[src/rtl/bwcr_pkg.sv]
// Shared types and constants for the bar width code reader.
`default_nettype none
package bwcr_pkg;

  localparam int CODE_BITS = 3;

  localparam int CFG_IDX_W = 2;
  localparam int CFG_DATA_W = 8;

  localparam logic [CFG_IDX_W-1:0] CFG_WINDOW_SIZE = 2'd0;
  localparam logic [CFG_IDX_W-1:0] CFG_WHITE_MIN_LIGHT = 2'd1;
  localparam logic [CFG_IDX_W-1:0] CFG_BLACK_MIN_DARK = 2'd2;

  localparam logic [7:0] WINDOW_SIZE_RST = 8'd100;
  localparam logic [7:0] WHITE_MIN_LIGHT_RST = 8'd90;
  localparam logic [7:0] BLACK_MIN_DARK_RST = 8'd80;

  typedef struct packed {
    logic [7:0] dark_count;
  } in_data_t;

  typedef struct packed {
    logic [7:0] white_width;
    logic [7:0] black_width;
    logic       bit_value;
    logic [2:0] code_value;
    logic       code_done;
  } out_data_t;

endpackage
`default_nettype wire

[src/rtl/bwcr_stream_if.sv]
// Valid/ready stream interface that carries one beat of a payload type.
`default_nettype none
interface bwcr_stream_if #(
  parameter type payload_t = logic
);
  logic     valid;
  logic     ready;
  payload_t data;

  modport source (output valid, output data, input ready);
  modport sink (input valid, input data, output ready);
endinterface
`default_nettype wire

[src/rtl/bar_width_code_reader_core.sv]
// Top level of the bar width code reader: window classifier, run timer and code assembler.
// The block takes one sampling window per clock cycle and holds that rate for as long as
// the result side keeps up. A window beat is captured in an input register; the classifier,
// the run state machine and the code assembler then act on it and load the result register,
// which drives the output stream. Only windows that end a black run produce a result; the
// input stage stalls only while a result waits untaken in the result register and the window
// in hand would produce another.
`default_nettype none
module bar_width_code_reader_core
  import bwcr_pkg::*;
(
  input  wire logic                  clk,
  input  wire logic                  rst_n,
  bwcr_stream_if.sink                in_beat,
  bwcr_stream_if.source              out_beat,
  input  wire logic                  cfg_we,
  input  wire logic [CFG_IDX_W-1:0]  cfg_index,
  input  wire logic [CFG_DATA_W-1:0] cfg_wdata
);

  typedef enum logic [1:0] {
    PH_IDLE,
    PH_START,
    PH_WHITE,
    PH_BLACK
  } phase_t;

  localparam logic [1:0] LAST_POS = 2'(CODE_BITS - 1);

  logic [7:0] window_size_r;
  logic [7:0] white_min_light_r;
  logic [7:0] black_min_dark_r;

  logic       in_valid_r;
  logic [7:0] dark_r;

  phase_t     phase_r, phase_nxt;
  logic [7:0] white_run_r, white_run_nxt;
  logic [7:0] black_run_r, black_run_nxt;
  logic [1:0] bit_pos_r, bit_pos_nxt;
  logic [2:0] code_bits_r, code_bits_nxt;

  logic      out_valid_r, out_valid_nxt;
  out_data_t out_data_r, out_data_nxt;

  logic [7:0] dark_clip;
  logic [7:0] light;
  logic       is_black;
  logic       is_white;
  logic       emit;
  logic       out_free;
  logic       stage_go;
  logic       bit_val;
  logic [1:0] shift;
  logic [2:0] code_set;
  logic       done;

  always_comb begin
    dark_clip = (dark_r > window_size_r) ? window_size_r : dark_r;
    light     = window_size_r - dark_clip;
    is_black  = dark_clip > black_min_dark_r;
    is_white  = light > white_min_light_r;
    emit      = (phase_r == PH_BLACK) && !is_black;
    out_free  = !out_valid_r || out_beat.ready;
    stage_go  = in_valid_r && (!emit || out_free);
    bit_val   = black_run_r > white_run_r;
    shift     = LAST_POS - bit_pos_r;
    code_set  = code_bits_r | (bit_val ? (3'b001 << shift) : 3'b000);
    done      = (bit_pos_r >= LAST_POS);
  end

  assign in_beat.ready  = !in_valid_r || stage_go;
  assign out_beat.valid = out_valid_r;
  assign out_beat.data  = out_data_r;

  always_comb begin
    phase_nxt     = phase_r;
    white_run_nxt = white_run_r;
    black_run_nxt = black_run_r;
    bit_pos_nxt   = bit_pos_r;
    code_bits_nxt = code_bits_r;
    out_valid_nxt = out_valid_r && !out_beat.ready;
    out_data_nxt  = out_data_r;
    if (stage_go) begin
      case (phase_r)
        PH_IDLE: begin
          if (is_black) phase_nxt = PH_START;
        end
        PH_START: begin
          if (!is_black) begin
            phase_nxt     = PH_WHITE;
            white_run_nxt = 8'd0;
          end
        end
        PH_WHITE: begin
          if (is_white) begin
            white_run_nxt = (white_run_r == 8'hFF) ? white_run_r : white_run_r + 8'd1;
          end else begin
            phase_nxt     = PH_BLACK;
            black_run_nxt = 8'd0;
          end
        end
        PH_BLACK: begin
          if (is_black) begin
            black_run_nxt = (black_run_r == 8'hFF) ? black_run_r : black_run_r + 8'd1;
          end else begin
            out_valid_nxt            = 1'b1;
            out_data_nxt.white_width = white_run_r;
            out_data_nxt.black_width = black_run_r;
            out_data_nxt.bit_value   = bit_val;
            out_data_nxt.code_value  = code_set;
            out_data_nxt.code_done   = done;
            if (done) begin
              phase_nxt     = PH_IDLE;
              bit_pos_nxt   = 2'd0;
              code_bits_nxt = 3'd0;
            end else begin
              phase_nxt     = PH_WHITE;
              white_run_nxt = 8'd0;
              bit_pos_nxt   = bit_pos_r + 2'd1;
              code_bits_nxt = code_set;
            end
          end
        end
        default: phase_nxt = PH_IDLE;
      endcase
    end
  end

  always_ff @(posedge clk) begin
    if (!rst_n) begin
      window_size_r     <= WINDOW_SIZE_RST;
      white_min_light_r <= WHITE_MIN_LIGHT_RST;
      black_min_dark_r  <= BLACK_MIN_DARK_RST;
      in_valid_r        <= 1'b0;
      phase_r           <= PH_IDLE;
      white_run_r       <= 8'd0;
      black_run_r       <= 8'd0;
      bit_pos_r         <= 2'd0;
      code_bits_r       <= 3'd0;
      out_valid_r       <= 1'b0;
    end else begin
      if (cfg_we) begin
        case (cfg_index)
          CFG_WINDOW_SIZE:     window_size_r     <= cfg_wdata;
          CFG_WHITE_MIN_LIGHT: white_min_light_r <= cfg_wdata;
          CFG_BLACK_MIN_DARK:  black_min_dark_r  <= cfg_wdata;
          default: ;
        endcase
      end
      if (in_beat.ready) in_valid_r <= in_beat.valid;
      phase_r     <= phase_nxt;
      white_run_r <= white_run_nxt;
      black_run_r <= black_run_nxt;
      bit_pos_r   <= bit_pos_nxt;
      code_bits_r <= code_bits_nxt;
      out_valid_r <= out_valid_nxt;
    end
  end

  always_ff @(posedge clk) begin
    if (in_beat.ready && in_beat.valid) dark_r <= in_beat.data.dark_count;
    out_data_r <= out_data_nxt;
  end

endmodule
`default_nettype wire

[src/flat_wrapper.sv]
// flat-port wrapper written by rule: the top's interface ports become plain ports
module bar_width_code_reader_core_flat import bwcr_pkg::*;
  (clk, rst_n, cfg_we, cfg_index, cfg_wdata, in_beat_valid, in_beat_data, in_beat_ready, out_beat_valid, out_beat_data, out_beat_ready);
  bwcr_stream_if #(.payload_t(in_data_t)) in_beat_i ();
  bwcr_stream_if #(.payload_t(out_data_t)) out_beat_i ();
  input  wire logic clk;
  input  wire logic rst_n;
  input  wire logic cfg_we;
  input  wire logic [CFG_IDX_W-1:0] cfg_index;
  input  wire logic [CFG_DATA_W-1:0] cfg_wdata;
  input wire logic [$bits(in_beat_i.valid)-1:0] in_beat_valid;
  input wire logic [$bits(in_beat_i.data)-1:0] in_beat_data;
  output wire logic [$bits(in_beat_i.ready)-1:0] in_beat_ready;
  output wire logic [$bits(out_beat_i.valid)-1:0] out_beat_valid;
  output wire logic [$bits(out_beat_i.data)-1:0] out_beat_data;
  input wire logic [$bits(out_beat_i.ready)-1:0] out_beat_ready;
  assign in_beat_i.valid = in_beat_valid;
  assign in_beat_i.data = in_beat_data;
  assign in_beat_ready = in_beat_i.ready;
  assign out_beat_valid = out_beat_i.valid;
  assign out_beat_data = out_beat_i.data;
  assign out_beat_i.ready = out_beat_ready;
  bar_width_code_reader_core u_core (.clk(clk), .rst_n(rst_n), .in_beat(in_beat_i), .out_beat(out_beat_i), .cfg_we(cfg_we), .cfg_index(cfg_index), .cfg_wdata(cfg_wdata));
endmodule
[config.mk]
export PLATFORM = sky130hd
export DESIGN_NAME = bar_width_code_reader_core_flat
export DESIGN_NICKNAME = d
export VERILOG_FILES = /design/src/rtl/bwcr_pkg.sv /design/src/rtl/bwcr_stream_if.sv /design/src/rtl/bar_width_code_reader_core.sv /design/src/flat_wrapper.sv
export SDC_FILE = /design/constraint.sdc
export NUM_CORES = 1
export LEC_CHECK = 0
export BUFFER_PORTS_ARGS = -buffer_cell sky130_fd_sc_hd__buf_2
export CAP_MARGIN = 20
export CORE_UTILIZATION = 40
export CTS_CLUSTER_SIZE = 16
export DETAILED_ROUTE_END_ITERATION = 10
export SETUP_SLACK_MARGIN = 0.1
export SLEW_MARGIN = 20
export SYNTH_ARGS = -nofsm -noshare
export SYNTH_HDL_FRONTEND = slang
export SYNTH_SLANG_ARGS = --single-unit
[constraint.sdc]
create_clock -name clk -period 5.1 [get_ports clk]
set_clock_uncertainty 0.15 [all_clocks]
set_input_delay 1.02 -clock clk [delete_from_list [all_inputs] [get_ports clk]]
set_output_delay 1.02 -clock clk [all_outputs]
set_load 0.05 [all_outputs]
==> flow_summary.toml, run 1 <==
[outcome]
status = "complete, no violations"

[synth]
ys_ff_latch = 78
synth_top_cell_by_area = "dfxtp_1"
synthFlopType = "dfxtp_1"
synth_mux_area_share_pct = 3.08
synthXorXnorAreaFrac_pct = 1.53
synth.distinct_cells = 71
synth_top_family_by_area = "compound AO/OA/AOI/OAI gates"
postSynthAreaPerCell_sq_um = 9.23
synthSimpleGateAreaFrac_pct = 19.2
yosysTopAreaCellShare_pct = 21.4
synth_area_leaders = "dfxtp_1, edfxtp_1, ha_1"
synth-compound-area-share_pct = 19.3
netlist_area_sq_um = 4590
synthTopCellsByCount = "nand2_1, dfxtp_1, inv_1, ha_1, a21oi_1"
async_flop_share_pct = 0
synth-edff-count = 29
yosysWarningCount = 0
synthCells = 497
synthAdderAreaFrac_pct = 11.1
ys_seq_area_share_pct = 40.3
syn_nets = 560
synth.most_common_cell = "nand2_1"

[cells_and_area]
fin_nets = 636
drive_above_1_share_pct = 28.2
finalNonFillerCells = 718
area_growth_pct = 24.6
antennaDiodeCount = 0
fin_util_pct = 51.9

[place]
dp_worst_setup_slack_ns = -0.0534
portBuffers = 45
numPlacedInstances = 690
detailed_place_hpwl_um = 7590
place_congestion = 0.851

[sta]
finalCritPeriodShare_pct = 96.5
worstMarginPinSlew_ns = 0.910
max_clock_freq_ghz = 0.203
hold_viol_final = 0
setup_tns_ns = 0
report.final.slew_viol_count = 0
min_period_ns = 4.92
rsz0062_at_grt = "yes"
worst_slack_ns = 0.176
finalSetupViolCount = 0
max_slew_margin_pct = 39.3

[cts]
numCtsBuffers = 9
cts-root-buf = "clkbuf_16"
clk_pin_slew_ns = 0.06
cts_buffer_depth = 2
insertion_delay_ns = 0.34
htreeDepth = 3
cts_tree = "yes"
clock_sinks = 78

[grt]
met3_usage_pct = 3.65
grt_use_met2_pct = 28.6
grt_pass1_vias = 3482
grt.busiest_layer = "met2"
met1_usage_pct = 25.6
grt_max_degree = 52
antenna_found_initial = 0
grt_usage_pct = 18.4
grt_first_pass_wirelength_um = 17000
grt_remaining_overflow = 0

[floorplan]
dieArea_sq_um = 11900
start_util_pct = 41.6
fp-row-count = 38
ioPinCount = 46
coreArea_sq_um = 11000
die_width_um = 109
die_h_um = 109

[critical_path]
worst_setup_path_start_kind = "register"
end_kind = "register"
cp_max_fo = 7
worst-setup-path-type = "register to register"
arrival_ns = 5.03
worstPathRequired_ns = 5.21

[pwr]
power.total_mw = 1.65
p_per_area_nw_per_um2 = 288
cellLeakagePower_nw = 2.34
vdd_drop_max_v = 0.000134

[worst_hold_path]
hold_class = "register to register"

[routing]
post_drt_wl_per_cell_um = 14.7
detail_route.first_pass.iterations = 5
via_count = 3784
dr.first_iter.drc_count = 211
vias_per_cell = 5.27
drc = 0
ant_nets = 0
routed_wl_um = 10600

[flow_run]
drv_cap = 0
-- placed cells by master (no fill, tap or decap), types with 6 or more instances in the layout --
cell,Yosys,layout
edfxtp_1,29,29
buf_4,0,34
o21ai_1,1,7
nor2b_1,20,19
dfxtp_1,49,48
and3_1,6,6
o21ai_0,26,15
a21oi_2,0,7
a21oi_1,30,23
nand4_1,8,8
ha_1,39,33
nor2_1,22,15
a21o_1,8,8
clkbuf_16,0,9
nor2_2,0,6
nand3_1,16,15
buf_2,2,46
a31oi_1,12,10
inv_1,49,47
nand2_1,59,56
o211ai_1,6,6
mux2i_1,13,13
-- flip-flops by register name (all words and copies together), names as in the netlist --
signal and cells:
u_core.window_size_r 8, u_core.out_beat.data 21, u_core.phase_r 2, u_core.dark_r 8
u_core.black_min_dark_r 8, u_core.code_bits_r 3, u_core.white_min_light_r 8, u_core.in_valid_r 1
u_core.black_run_r 8, u_core.bit_pos_r 2, u_core.out_beat.valid 1, u_core.white_run_r 8
-- cell type report --
| class | count | area [sq um] |
|---|---|---|
| fillers | 988 | 5310 |
| clock buffers | 10 | 229 |
| inverters | 49 | 184 |
| well taps | 140 | 175 |
| repair buffers | 83 | 519 |
| flip-flops and latches | 78 | 1850 |
| multi-input cells | 352 | 2710 |
| clock inverters | 6 | 46.3 |
-- critical path, stage by stage, from the launching register on --
cell      delay (ns)
edfxtp_1        0.43
ha_4            0.25
nor2b_4         0.12
o211ai_1        0.26
a21oi_2         0.13
nor2_4          0.24
o21ai_2         0.10
ha_2            0.19
fa_2            0.40
a311oi_2        0.31
a311oi_2        0.06
buf_4           0.15
o21bai_1        0.14
a21oi_1         0.09
xnor2_1         0.13
ha_1            0.31
nand3_2         0.12
a31oi_4         0.19
o21ai_4         0.10
or4_4           0.59
nor2_2          0.13
o21ai_1         0.07
a31oi_1         0.18
-- cell families after synthesis --
group	count (synthesis)
XOR/XNOR	8
AND/OR/NAND/NOR	165
multiplexers	14
buffers and inverters	67
flip-flops	78
adder cells (fa/ha/maj)	40
AO/OA/AOI/OAI	125
-- final timing paths --
| kind | start | endpoint | slack, ns | cells after the start |
|---|---|---|---|---|
| min | u_core.code_bits_r[1] | u_core.code_bits_r[1] | 0.31 | 2 |
| min reg2reg | u_core.code_bits_r[1] | u_core.code_bits_r[1] | 0.31 | 2 |
| max reg2reg | u_core.dark_r[1] | u_core.white_run_r[4] | 0.18 | 22 |
| max | u_core.dark_r[1] | u_core.white_run_r[4] | 0.18 | 22 |
-- metrics by stage --
step	hold WS (ns)	cell area, sq um
after floorplan	0.275	4610
after global placement	0.290	5120
after detailed placement	0.301	5120
after CTS	0.310	5410
after global routing	0.319	5720
final	0.312	5720
-- where the power goes --
part	internal (mW)	switching, mW	leakage, nW
clock network	0.333	0.263	0.129
registers	0.657	0.0139	0.665
logic	0.173	0.206	1.54
-- timing repair --
item | in CTS | in global routing
gates cloned | 0 | 1
endpoints found under the setup margin | 10 | 17
resized for setup | 4 | 55
setup buffers | 0 | 11
pin swaps | 1 | 27
hold buffers | 0 | 0
-- layer usage --
layer,wire length [um],vias up
met1,5180,1741
met4,111,0
met2,4870,95
met3,418,10
li1,-,1938
met5,0,-
Power figures use the tool's default switching activity.
==> run 2: changes to the inputs <==
--- a/config.mk
+++ b/config.mk
@@ -7,9 +7,12 @@
 export LEC_CHECK = 0
 export BUFFER_PORTS_ARGS = -buffer_cell sky130_fd_sc_hd__buf_2
 export CAP_MARGIN = 20
-export CORE_UTILIZATION = 40
+export CELL_PAD_IN_SITES_DETAIL_PLACEMENT = 2
+export CELL_PAD_IN_SITES_GLOBAL_PLACEMENT = 2
+export CORE_UTILIZATION = 34
 export CTS_CLUSTER_SIZE = 16
 export DETAILED_ROUTE_END_ITERATION = 10
+export PLACE_DENSITY_LB_ADDON = 0.1
 export SETUP_SLACK_MARGIN = 0.1
 export SLEW_MARGIN = 20
 export SYNTH_ARGS = -nofsm -noshare
==> flow_summary.toml, run 2 (same netlist as run 1, synthesis figures left out) <==
[sta]
worstMarginPinSlew_ns = 0.822
report.final.slew_viol_count = 0
hold_viol_final = 0
max_clock_freq_ghz = 0.201
setup_tns_ns = 0
min_period_ns = 4.98
finalSetupViolCount = 0
finalCritPeriodShare_pct = 97.6
holdWs_ns = 0.316
max_slew_margin_pct = 45.1
rsz0062_at_grt = "yes"

[cells_and_area]
multi_input_area_sq_um = 2780
area_growth_pct = 27.8
final_cell_mix = "nand2_1, inv_1, dfxtp_1"
num-fill-cells = 1440
antennaDiodeCount = 0
seqCellArea_sq_um = 1860
largest_reg_flops = 21
final_common_cell = "nand2_1"
fin_nets = 642
drive_above_1_share_pct = 30.8
finalNonFillerCells = 760

[floorplan]
die_width_um = 118
ioPinCount = 46
coreArea_sq_um = 13200
fp-row-count = 42
die_h_um = 118
start_util_pct = 34.8
dieArea_sq_um = 14000

[place]
detailed_place_hpwl_um = 10700
place_congestion = 0.760
portBuffers = 45
numPlacedInstances = 725

[critical_path]
end_kind = "register"
worstPathRequired_ns = 5.23
crit_path_top_delay_cell = "or4_4"
slowest_delay_ns = 0.58
crit_chain = "ha_4 -> nor2b_4 -> o211ai_1 -> a21oi_2 -> nor2_4 -> o21ai_2 -> ha_2 -> fa_2 -> a311oi_2 -> a311oi_2 -> buf_4 -> xnor2_2 -> ha_1 -> and3_4 -> o21ai_2 -> a31oi_4 -> o21ai_4 -> or4_4 -> nor2_2 -> o21ai_0 -> a31oi_1"
worst_setup_path_start_kind = "register"
arrival_ns = 5.10
worst-setup-path-type = "register to register"
cp_max_fo = 8

[grt]
grt_first_pass_wirelength_um = 23700
grt_usage_pct = 22.2
grt_remaining_overflow = 0
grt_max_degree = 52
grt_pass1_vias = 4309
antenna_found_initial = 0

[worst_hold_path]
hold_class = "register to register"

[cts]
clock_sinks = 78
cts_tree = "yes"
numCtsBuffers = 9
cts_buffer_depth = 2
insertion_delay_ns = 0.35
htreeDepth = 3
hold_buffers = 0
clk_pin_slew_ns = 0.06
cts-root-buf = "clkbuf_16"

[pwr]
power.total_mw = 1.72
vdd_drop_max_v = 0.000140
p_per_area_nw_per_um2 = 293
cellLeakagePower_nw = 2.38

[outcome]
status = "complete, no violations"

[flow_run]
drv_cap = 0

[routing]
drc = 0
detail_route.first_pass.iterations = 4
post_drt_wl_per_cell_um = 19.7
via_count = 4002
dr.first_iter.drc_count = 147
ant_nets = 0
vias_per_cell = 5.27
routed_wl_um = 15000
==> run 2: cell types whose count changed in the layout (fill, tap and decap cells not counted), moves of 2 or more <==
cell     change
inv_6        -2
xnor2_1      -2
buf_6        -3
buf_4       +10
dfxtp_1      -2
o21ai_2      +3
dfxtp_2      +2
xnor2_2      +2
nor2_2       -2
nor2_4       +2
o21ai_1      -3
==> run 2: report_power, final <==
part / internal, mW / switching (mW)
Sequential: 0.657 / 0.0152
Combinational: 0.199 / 0.245
Clock: 0.341 / 0.261
Total: 1.20 / 0.521
==> run 2: final timing paths <==
kind / startpoint / slack (ns) / end / depth (start not counted)
max: u_core.dark_r[1] / 0.12 / u_core.white_run_r[3] / 21
min: u_core.white_run_r[5] / 0.32 / u_core.out_beat.data[18] / 0
max reg2reg: u_core.dark_r[1] / 0.12 / u_core.white_run_r[3] / 21
min reg2reg: u_core.white_run_r[5] / 0.32 / u_core.out_beat.data[18] / 0
==> run 2: what timing repair did <==
action                     CTS  global route
buffers inserted            14             7
pin swaps                   16            30
setup endpoints to repair   17            17
gates resized for setup     23            49
==> run 2: final cells by class <==
type	count	area share (%)
well taps	176	3.76
clock inverters	4	0.384
multi-input cells	352	47.4
inverters	49	3.14
clock buffers	12	4.20
repair buffers	89	9.47
flip-flops and latches	78	31.6
==> run 2: critical path, delay by kind of cell, from the launching register on <==
| kind | cells | cell delay [ns] |
|---|---|---|
| compound gates | 10 | 1.45 |
| flops | 1 | 0.46 |
| xor+xnor | 1 | 0.13 |
| buf+inv | 1 | 0.17 |
| fa+ha+maj | 4 | 1.24 |
| simple gates | 5 | 1.28 |
==> run 2: stage by stage <==
step,utilization [%],instance area [sq um],worst slack (ns)
2_1_floorplan,-,4610,0.127
3_3_place_gp,39.2,5170,0.0649
3_5_place_dp,39.2,5170,-0.208
4_1_cts,42.7,5630,0.108
5_1_grt,44.5,5860,-0.111
6_report,44.5,5860,0.121
==> run 2: layer usage <==
metal  global-route usage, %  routed length [um]  vias up
li1                        -                   -     1940
met1                    30.6                7370     1997
met2                    35.7                7090       50
met3                    2.51                 276       15
met4                    7.93                 227        0
met5                       0                   0        -
